===== src/sv/tlnf_pkg.sv =====
package tlnf_pkg;

    typedef enum logic [1:0] {
        PH_GREEN  = 2'd0,
        PH_YELLOW = 2'd1,
        PH_RED    = 2'd2
    } t_phase;

    // configuration register indexes
    typedef enum logic [1:0] {
        CFG_GREEN_SECONDS  = 2'd0,
        CFG_YELLOW_SECONDS = 2'd1,
        CFG_RED_SECONDS    = 2'd2,
        CFG_LIGHT_THRESH   = 2'd3
    } t_cfg_index;

    localparam logic [2:0] LAMP_OFF    = 3'b000;
    localparam logic [2:0] LAMP_RED    = 3'b001;
    localparam logic [2:0] LAMP_YELLOW = 3'b010;
    localparam logic [2:0] LAMP_GREEN  = 3'b100;

    localparam logic [5:0] BUTTON_PERIOD_MS = 6'd50;
    localparam logic [5:0] BUTTON_TIMER_MAX = 6'd63;
    localparam logic [8:0] LIGHT_PERIOD_MS  = 9'd500;
    localparam logic [8:0] LIGHT_TIMER_MAX  = 9'd511;
    localparam logic [9:0] BLINK_PERIOD_MS  = 10'd500;
    localparam logic [9:0] BLINK_MAX        = 10'd1023;

    // phase elapsed time is kept as whole seconds plus milliseconds;
    // 262 s 143 ms is the saturation point of an 18-bit ms count
    localparam logic [9:0] MS_LAST      = 10'd999;
    localparam logic [8:0] PH_SAT_SEC   = 9'd262;
    localparam logic [9:0] PH_SAT_MS    = 10'd143;

    typedef struct packed {
        logic [7:0]  green_seconds;
        logic [7:0]  yellow_seconds;
        logic [7:0]  red_seconds;
        logic [12:0] light_threshold;
    } t_cfg;

    typedef struct packed {
        t_phase      phase;
        logic        entry_pending;
        logic [8:0]  phase_sec;
        logic [9:0]  phase_ms;
        logic [9:0]  blink_ms;
        logic        blink_level;
        logic [5:0]  button_ms;
        logic [8:0]  light_ms;
        logic        last_button;
        logic        display_enable;
        logic        dark;
        logic [2:0]  lamp;
    } t_state;

    typedef struct packed {
        logic       night_mode;
        logic       display_on;
        logic       display_blank;
        logic [7:0] display_seconds;
        logic       display_show;
        logic       green_lamp;
        logic       yellow_lamp;
        logic       red_lamp;
    } t_result;

endpackage


===== src/sv/traffic_light_with_night_flash.sv =====
// Traffic light controller with night flash. Each input beat is one 1 ms tick
// carrying a light sample and the raw button level; each tick yields exactly one
// output beat with the lamp drives and display controls. A tick passes through an
// input register and one level of step logic into the output register, so the
// block takes one beat per cycle while m_axis_tready lets it; the single state
// register set, updated once per tick, sets that rate. Phase durations and the
// dark threshold are written over the config channel, which is always ready.
module traffic_light_with_night_flash (
    input  logic        i_clk,
    input  logic        i_rst_n,
    input  logic        i_cfg_valid,
    output logic        o_cfg_ready,
    input  logic [1:0]  i_cfg_index,
    input  logic [12:0] i_cfg_data,
    input  logic        s_axis_tvalid,
    output logic        s_axis_tready,
    input  logic [15:0] s_axis_tdata,   // [11:0] light_level, [12] button_level
    output logic        m_axis_tvalid,
    input  logic        m_axis_tready,
    output logic [15:0] m_axis_tdata    // [0] red_lamp, [1] yellow_lamp, [2] green_lamp,
                                        // [3] display_show, [11:4] display_seconds,
                                        // [12] display_blank, [13] display_on,
                                        // [14] night_mode
);
    import tlnf_pkg::*;

    t_cfg        r_cfg;
    t_state      r_state;
    t_state      n_state;
    t_result     n_result;
    t_result     r_result;
    logic        r_in_valid;
    logic [11:0] r_light;
    logic        r_button;
    logic        r_out_valid;
    logic        advance;

    assign o_cfg_ready   = 1'b1;
    assign advance       = r_in_valid && (!r_out_valid || m_axis_tready);
    assign s_axis_tready = !r_in_valid || advance;

    always_ff @(posedge i_clk) begin
        if (!i_rst_n) begin
            r_cfg.green_seconds   <= 8'd5;
            r_cfg.yellow_seconds  <= 8'd3;
            r_cfg.red_seconds     <= 8'd5;
            r_cfg.light_threshold <= 13'd1000;
        end else if (i_cfg_valid) begin
            unique case (t_cfg_index'(i_cfg_index))
                CFG_GREEN_SECONDS:  r_cfg.green_seconds   <= i_cfg_data[7:0];
                CFG_YELLOW_SECONDS: r_cfg.yellow_seconds  <= i_cfg_data[7:0];
                CFG_RED_SECONDS:    r_cfg.red_seconds     <= i_cfg_data[7:0];
                CFG_LIGHT_THRESH:   r_cfg.light_threshold <= i_cfg_data;
                default:            r_cfg <= r_cfg;
            endcase
        end
    end

    always_ff @(posedge i_clk) begin
        if (!i_rst_n) begin
            r_in_valid <= 1'b0;
        end else if (s_axis_tready) begin
            r_in_valid <= s_axis_tvalid;
        end
    end

    always_ff @(posedge i_clk) begin
        if (s_axis_tvalid && s_axis_tready) begin
            r_light  <= s_axis_tdata[11:0];
            r_button <= s_axis_tdata[12];
        end
    end

    tlnf_step u_step (
        .i_cfg          (r_cfg),
        .i_state        (r_state),
        .i_light_level  (r_light),
        .i_button_level (r_button),
        .o_state        (n_state),
        .o_result       (n_result)
    );

    always_ff @(posedge i_clk) begin
        if (!i_rst_n) begin
            r_state.phase          <= PH_GREEN;
            r_state.entry_pending  <= 1'b1;
            r_state.phase_sec      <= '0;
            r_state.phase_ms       <= '0;
            r_state.blink_ms       <= '0;
            r_state.blink_level    <= 1'b0;
            r_state.button_ms      <= '0;
            r_state.light_ms       <= '0;
            r_state.last_button    <= 1'b1;
            r_state.display_enable <= 1'b1;
            r_state.dark           <= 1'b0;
            r_state.lamp           <= LAMP_OFF;
        end else if (advance) begin
            r_state <= n_state;
        end
    end

    always_ff @(posedge i_clk) begin
        if (!i_rst_n) begin
            r_out_valid <= 1'b0;
        end else if (advance) begin
            r_out_valid <= 1'b1;
        end else if (m_axis_tready) begin
            r_out_valid <= 1'b0;
        end
    end

    always_ff @(posedge i_clk) begin
        if (advance) begin
            r_result <= n_result;
        end
    end

    assign m_axis_tvalid = r_out_valid;
    assign m_axis_tdata  = {1'b0, r_result};

    // red and green are never lit together
    a_lamp_exclusive: assert property (@(posedge i_clk) disable iff (!i_rst_n)
        m_axis_tvalid |-> !(r_result.red_lamp && r_result.green_lamp))
        else $error("red and green lamps both on");

    // a seconds value goes out only in day mode with the display enabled
    a_show_day: assert property (@(posedge i_clk) disable iff (!i_rst_n)
        m_axis_tvalid && r_result.display_show |->
            r_result.display_on && !r_result.night_mode)
        else $error("display shown while off or at night");

    a_secs_zero: assert property (@(posedge i_clk) disable iff (!i_rst_n)
        m_axis_tvalid && !r_result.display_show |-> r_result.display_seconds == 8'd0)
        else $error("seconds nonzero without show");

    a_blank_off: assert property (@(posedge i_clk) disable iff (!i_rst_n)
        m_axis_tvalid && r_result.display_blank |-> !r_result.display_on)
        else $error("blank pulse while display on");

    // a result beat rises only in the cycle after a tick was stepped
    a_out_follows: assert property (@(posedge i_clk) disable iff (!i_rst_n)
        $rose(r_out_valid) |-> $past(advance))
        else $error("output beat without a stepped tick");

endmodule


===== src/sv/tlnf_step.sv =====
module tlnf_step (
    input  tlnf_pkg::t_cfg    i_cfg,
    input  tlnf_pkg::t_state  i_state,
    input  logic [11:0]       i_light_level,
    input  logic              i_button_level,
    output tlnf_pkg::t_state  o_state,
    output tlnf_pkg::t_result o_result
);
    import tlnf_pkg::*;

    t_state     s;
    logic       blank;
    logic       show;
    logic [7:0] dur;
    logic [8:0] secs_full;

    always_comb begin
        s         = i_state;
        blank     = 1'b0;
        show      = 1'b0;
        dur       = i_cfg.green_seconds;
        secs_full = '0;

        // saturating elapsed counters
        if (s.phase_sec == PH_SAT_SEC && s.phase_ms == PH_SAT_MS) begin
            s.phase_ms = s.phase_ms;
        end else if (s.phase_ms == MS_LAST) begin
            s.phase_ms  = '0;
            s.phase_sec = s.phase_sec + 9'd1;
        end else begin
            s.phase_ms = s.phase_ms + 10'd1;
        end
        if (s.blink_ms != BLINK_MAX) s.blink_ms = s.blink_ms + 10'd1;
        if (s.button_ms != BUTTON_TIMER_MAX) s.button_ms = s.button_ms + 6'd1;
        if (s.light_ms != LIGHT_TIMER_MAX) s.light_ms = s.light_ms + 9'd1;

        if (s.button_ms >= BUTTON_PERIOD_MS) begin
            s.button_ms = '0;
            if (i_button_level != s.last_button) begin
                s.last_button = i_button_level;
                // release toggles the display
                if (i_button_level) begin
                    s.display_enable = ~s.display_enable;
                    blank = ~s.display_enable;
                end
            end
        end

        if (s.light_ms >= LIGHT_PERIOD_MS) begin
            s.light_ms = '0;
            s.dark     = ({1'b0, i_light_level} < i_cfg.light_threshold);
        end

        if (s.dark) begin
            if (s.blink_ms >= BLINK_PERIOD_MS) begin
                s.blink_level = ~s.blink_level;
                s.lamp        = s.blink_level ? LAMP_YELLOW : LAMP_OFF;
                s.blink_ms    = '0;
            end
        end else begin
            case (s.phase)
                PH_YELLOW: dur = i_cfg.yellow_seconds;
                PH_RED:    dur = i_cfg.red_seconds;
                default:   dur = i_cfg.green_seconds;
            endcase

            if (s.entry_pending) begin
                s.entry_pending = 1'b0;
                s.phase_sec     = '0;
                s.phase_ms      = '0;
                case (s.phase)
                    PH_YELLOW: s.lamp = LAMP_YELLOW;
                    PH_RED:    s.lamp = LAMP_RED;
                    default:   s.lamp = LAMP_GREEN;
                endcase
            end

            // elapsed <= duration, duration being whole seconds
            if (s.display_enable && (s.phase_sec < {1'b0, dur} ||
                (s.phase_sec == {1'b0, dur} && s.phase_ms == '0))) begin
                show      = 1'b1;
                secs_full = {1'b0, dur} - s.phase_sec - {8'd0, (s.phase_ms != '0)};
            end

            if (s.phase_sec >= {1'b0, dur}) begin
                case (s.phase)
                    PH_GREEN:  s.phase = PH_YELLOW;
                    PH_YELLOW: s.phase = PH_RED;
                    PH_RED:    s.phase = PH_GREEN;
                    default:   s.phase = PH_YELLOW;
                endcase
                s.entry_pending = 1'b1;
            end
        end
    end

    assign o_state                  = s;
    assign o_result.red_lamp        = s.lamp[0];
    assign o_result.yellow_lamp     = s.lamp[1];
    assign o_result.green_lamp      = s.lamp[2];
    assign o_result.display_show    = show;
    assign o_result.display_seconds = secs_full[7:0];
    assign o_result.display_blank   = blank;
    assign o_result.display_on      = s.display_enable;
    assign o_result.night_mode      = s.dark;

endmodule

===== config.mk =====
export PLATFORM = sky130hd
export DESIGN_NAME = traffic_light_with_night_flash
export DESIGN_NICKNAME = d
export VERILOG_FILES = /design/src/sv/tlnf_pkg.sv /design/src/sv/traffic_light_with_night_flash.sv /design/src/sv/tlnf_step.sv
export SDC_FILE = /design/constraint.sdc
export NUM_CORES = 1
export LEC_CHECK = 0
export ABC_AREA = 0
export ABC_CLOCK_PERIOD_IN_PS = 9300
export BUFFER_PORTS_ARGS = -buffer_cell sky130_fd_sc_hd__clkbuf_2
export CORE_ASPECT_RATIO = 1.25
export CORE_MARGIN = 8
export CORE_UTILIZATION = 65
export CTS_CLUSTER_SIZE = 10
export DETAILED_ROUTE_END_ITERATION = 12
export PLACE_DENSITY = 0.85
export SYNTH_ARGS = -nofsm -noshare
export SYNTH_HDL_FRONTEND = slang
export SYNTH_HIERARCHICAL = 1
export SYNTH_SLANG_ARGS = --single-unit
export TNS_END_PERCENT = 1

===== constraint.sdc =====
create_clock -name i_clk -period 9.3 [get_ports i_clk]
set_clock_uncertainty 0.2 [all_clocks]
set_input_delay 0.465 -clock i_clk [delete_from_list [all_inputs] [get_ports i_clk]]
set_output_delay 0.465 -clock i_clk [all_outputs]
set_load 0.005 [all_outputs]

# Word level (Yosys, flattened, before mapping)
# Index checks and enable logic that the tools add are counted.
# W data, S select, Z words.
# totals
ff_bits	121
inputBits	36
out_inout_bits	19
wordCells	112
# op_classes
addsub	7
order_cmp	6
n_eq_ne	13
mux	30
bitwise	4
reduce_logical	24
# op_table
op	count
$mux W19	2
$mux W9	4
$mux W10	3
$mux W11	2
$add A10 B1 Y10 const B	2
$mux W20	1
$add A9 B1 Y9 const B	2
$pmux W8 S2	1
$lt A12 B13 Y1	1
$mux W6	2
$reduce_and A3 Y1	4
$eq A10 B10 Y1 const B	1
$eq A10 B8 Y1 const B	1
$ge A10 B9 Y1 const B	1
$logic_not A10 Y1	1
$ne A10 B10 Y1 const B	1
$reduce_and A2 Y1	5
$reduce_bool A10 Y1	1
$eq A9 B8 Y1	1
$eq A9 B9 Y1 const B	1
$ge A9 B8 Y1	1
$ge A9 B9 Y1 const B	1
$lt A9 B8 Y1	1
$mux W3	3
21 further kinds	41

# Longest topological paths before layout
# logic_depth
ltp_word	11
mapped_depth	17
mapped_depth_nobuf	16

# Hierarchy
# Netlist, hierarchy kept.
# modules_own_cells
module	n_inst	cells_per_inst	area_each_um2
traffic_light_with_night_flash	1	420	4406.7
tlnf_step	1	448	2892.8

# Least setup slack after synthesis
# No wires, ideal clock.
# synth_path
kind	register to register
startpoint	register r_state[32] (netlist bit)
endpoint	register r_result, in the netlist m_axis_tdata[11], data pin
t_arrival_ns	3.423
t_required_ns	8.835
path_slack_ns	5.412
path_stages_with_launch	17
n_path_buf	0
path_cell_list	dfxtp_1 > ha_1 > and3_1 > nand3_1 > nor2_1 > o22a_1 > o2111ai_1 > and2_1 > fa_1 > inv_1 > ha_1 > a311oi_1 > o21ai_0 > a21o_1 > a21oi_1 > xnor2_1 > nor3_1
# synth_via
elab_chain_cells	11
elab_cells_between_ends	21
cone_classes	add/sub: 3; order compare: 1; eq/ne: 3; mux: 6; bitwise: 1; reduce/logical: 7
# synth_lines
element	line_no	text
from (decl)	traffic_light_with_night_flash.sv:28	t_state r_state;
from (signal assigned)	traffic_light_with_night_flash.sv:98	r_state <= n_state;
$add A10 B1 Y10, or another cell as far along	tlnf_step.sv:31	s.phase_ms = s.phase_ms + 10'd1;
$mux W10, or another cell as far along	tlnf_step.sv:27	end else if (s.phase_ms == MS_LAST) begin
$mux W10 or $mux W9 (tied branches)	tlnf_step.sv:25	if (s.phase_sec == PH_SAT_SEC && s.phase_ms == PH_SAT_MS) begin
$mux W19 *	tlnf_step.sv:67	if (s.entry_pending) begin
$mux W20 *	tlnf_step.sv:54	if (s.dark) begin
branches (longest 6 deep; another with $sub A8 B8 Y8)	-	
to (signal assigned)	traffic_light_with_night_flash.sv:114	r_result <= n_result;
to (decl)	traffic_light_with_night_flash.sv:31	t_result r_result;
# Every way passes the cells marked *. The select of a mux whose other input is x is not followed.
# A chain may end at the register's enable or synchronous reset.

# Worst setup path in the final report
# Ends and elaborated chain as after synthesis.

==> impl_metrics.py <==
metrics = {
    "timing": {
        "finalMaxSlewViolations": 0,
        "finalHoldViolations": 0,
        "slew_headroom": 0.392,
        "setup_viol": 0,
        "fin_setup_tns_ps": 0,
        "max_freq_ghz": 0.223,
        "fin_crit_ps": 4490,
        "post-route-period-util": 0.482,
        "rsz0062_at_grt": "false",
        "worst_pin_slew_ps": 912,
    },
    "power": {
        "p_per_area_nw_per_um2": 168,
        "pwr-share-seq": 0.419,
        "leakage_nw": 3.23,
        "sw_frac_of_total": 0.221,
        "combPwrFrac": 0.070,
        "ir_worst_vdd_mv": 0.161,
        "p_sw_mw": 0.299,
        "p_int_mw": 1.05,
        "clockPowerShare": 0.511,
    },
    "floorplanning": {
        "start_util": 0.662,
        "die_y_um": 134,
        "io_pins": 55,
        "rows": 43,
        "coreArea_um2": 11000,
        "dieWidth_um": 111,
        "dieArea_um2": 14900,
    },
    "layout": {
        "area_delta_synth_final_pct": 10.6,
        "drive_above_1_share": 0.122,
        "fin_cells": 1030,
        "diodes": 0,
        "final_nets": 959,
    },
    "worst_setup_path": {
        "rr_worst_depth": 16,
        "path_common_cell": "ha_1",
        "crit_chain": "ha_1, and3_1, nand3_1, nor2_1, o22a_1, o2111ai_1, and2_1, fa_1, inv_1, ha_1, a311oi_1, o21ai_0, a21o_1, a21oi_1, xnor2_1, nor3_1",
        "timing.rr.end": "m_axis_tdata[11]$_DFFE_PP_",
        "slowest_delay_ps": 420,
        "cpMaxStageDelayCell": "dfxtp_1",
        "cp_max_fo": 8,
        "crit_path_start_kind": "register",
        "critPathKind": "register to register",
        "cp-end-kind": "register",
        "ff2ff_setup_slack_ps": 4810,
        "r2r-start": "r_state[32]$_SDFFE_PN0P_",
        "cp.arrival_ps": 4430,
        "startpoint": "r_state[32]$_SDFFE_PN0P_",
        "worstPathRequired_ps": 9240,
    },
    "synth": {
        "yosysMostFrequentCell": "nand2_1",
        "synth_top_cell_by_area": "dfxtp_1",
        "async_reset_ff_frac": 0,
        "syn_nets": 945,
        "yosysTopAreaCellShare": 0.255,
        "ys_types": 72,
        "synth_warnings": 6,
        "synth_edf_count": 28,
        "ys_ff_latch": 121,
        "syn_avg_cell_area_um2": 8.41,
        "synthesis.area_um2": 7300,
        "synthCells": 868,
        "ys_seq_area_frac": 0.370,
        "synthTopCellsByArea": "dfxtp_1 26%, edfxtp_1 12%, mux2i_1 8.6%",
        "synth_ff_type": "dfxtp_1",
        "synthTopCellsByCount": "155 x nand2_1, 93 x dfxtp_1, 63 x mux2i_1",
    },
    "worst_hold_path": {
        "hold_start": "s_axis_tdata[0]",
        "hold_class": "primary input to register",
        "hold-path-endpoint": "r_light[0]$_DFFE_PP_",
        "hold_path_depth": 1,
    },
    "cts": {
        "ctsHoldBuffers": 0,
        "cts_resized": 0,
        "root_buffer": "clkbuf_16",
        "cts_setup_buffers": 0,
        "cts_made_buffers": 17,
        "cts_sinks": 121,
        "htreeDepth": 4,
        "clk_latency_ps": 410,
        "clock_path_buffers": 2,
        "cts_tree": "yes",
        "clkTransAtPathRegs_ps": 60,
    },
    "routing": {
        "wl_met1_um": 6620,
        "top_layer_used": "met4",
        "vias": 6139,
        "viasPerCell": 5.96,
        "wl_met2_um": 7940,
        "wl_per_cell_um": 15.2,
        "drt_pass1_iterations": 6,
        "routed_wl_um": 15700,
        "drcViolationCount": 0,
        "wl_met3_um": 789,
        "dr.first_iter.drc_count": 461,
        "ant_nets": 0,
    },
    "placed_design": {
        "gp_congestion": 0.866,
        "dp_hpwl_um": 10200,
        "dpl.cell_count": 998,
        "io_buffers": 49,
    },
    "global_routing": {
        "grt_max_degree": 93,
        "grt_pass1_wl_um": 26300,
        "grt-ovfl-total": 0,
        "antenna_found_initial": 0,
        "grt_pass1_vias": 5730,
        "grt_usage": 0.207,
    },
    "flow_run": {
        "drv_cap": 0,
    },
    "run_status": {
        "status": "completed",
    },
}
-- worst max-delay path, delay by kind of cell, from the launching register on --
family,cells,cell delay [ps]
flip-flops,1,420
AO/OA/AOI/OAI,6,1340
AND/OR/NAND/NOR,5,1110
XOR/XNOR,1,130
buffers and inverters,1,100
adder cells (fa/ha/maj),3,920
-- area by class of cell --
type / count / area (um2)
Multi-Input combinational cell: 641 / 4100
Fill cell: 792 / 2960
Sequential cell: 121 / 2700
Clock buffer: 28 / 592
Timing Repair Buffer: 53 / 278
Inverter: 48 / 180
Tap cell: 135 / 169
Clock inverter: 4 / 47.5
-- layout by cell type (no fill, tap or decap), types with 4 or more instances in the layout --
| cell type | n |
|---|---|
| nand2_1 | 155 |
| o21ai_2 | 7 |
| dfxtp_1 | 93 |
| edfxtp_1 | 28 |
| a21o_1 | 4 |
| o21ai_0 | 38 |
| a211oi_1 | 5 |
| a21oi_1 | 35 |
| buf_4 | 5 |
| mux2i_1 | 63 |
| and2_1 | 8 |
| mux2_2 | 4 |
| inv_1 | 47 |
| clkbuf_16 | 21 |
| a22oi_1 | 8 |
| ha_1 | 37 |
| and3_1 | 11 |
| xnor2_1 | 12 |
| nand3_1 | 54 |
| xor2_1 | 17 |
| clkbuf_8 | 4 |
| nand2b_1 | 9 |
| clkbuf_2 | 48 |
| nand3_2 | 4 |
| nor2b_1 | 10 |
| nor3_1 | 19 |
| fa_1 | 4 |
| or3_1 | 4 |
| o21bai_1 | 4 |
| nor2_1 | 58 |
| nand4_1 | 10 |
| a31oi_1 | 4 |
-- cell families after synthesis --
kind of cell | count (synthesis) | share of synthesized area
buffers and inverters | 106 | 0.0677
other | 2 | 0.00103
XOR/XNOR | 29 | 0.0348
adder cells (fa/ha/maj) | 42 | 0.0758
AND/OR/NAND/NOR | 364 | 0.235
AO/OA/AOI/OAI | 136 | 0.121
flip-flops | 121 | 0.370
multiplexers | 68 | 0.0944
-- per-layer routing --
layer  global-route usage  vias to the layer above
li1                     -                     3027
met1                0.238                     2879
met2                0.365                      205
met3               0.0391                       28
met4               0.0926                        0
met5                    0                        -
-- flip-flops by register name (all words and copies together), names as in the netlist --
name / cells
m_axis_tvalid: 1
r_in_valid: 1
r_light: 12
r_cfg: 37
r_button: 1
r_state: 54
m_axis_tdata: 15
-- power by group through the flow --
stage          logic (mW)  registers (mW)  clock network [mW]
6_report           0.0951           0.567               0.691
4_1_cts            0.0953           0.567               0.696
2_1_floorplan      0.0732           0.574                   0
3_3_place_gp       0.0907           0.577                   0
5_1_grt             0.106           0.568               0.719
3_5_place_dp       0.0936           0.577                   0
-- worst max-delay path by stage --
stage,cells past startpoint,end,slack [ps]
after floorplan,16,m_axis_tdata[11]$_DFFE_PP_,5410
after global placement,16,m_axis_tdata[11]$_DFFE_PP_,4910
after detailed placement,16,m_axis_tdata[11]$_DFFE_PP_,4910
after CTS,16,m_axis_tdata[11]$_DFFE_PP_,4840
after global routing,16,m_axis_tdata[11]$_DFFE_PP_,4530
final,16,m_axis_tdata[11]$_DFFE_PP_,4810
-- through the flow --
step                hold WS [ps]  utilization  instance area [um2]  setup WS [ps]  power, mW
finish                      31.3        0.732                 8070           4810       1.35
detailed placement           249        0.674                 7430           4910      0.671
global route                16.5        0.732                 8070           4530       1.39
CTS                         15.0        0.732                 8070           4840       1.36
global placement             243        0.674                 7430           4910      0.668
floorplan                    225            -                 7300           5410      0.648
Note: power is estimated with default switching activity, not from simulation.
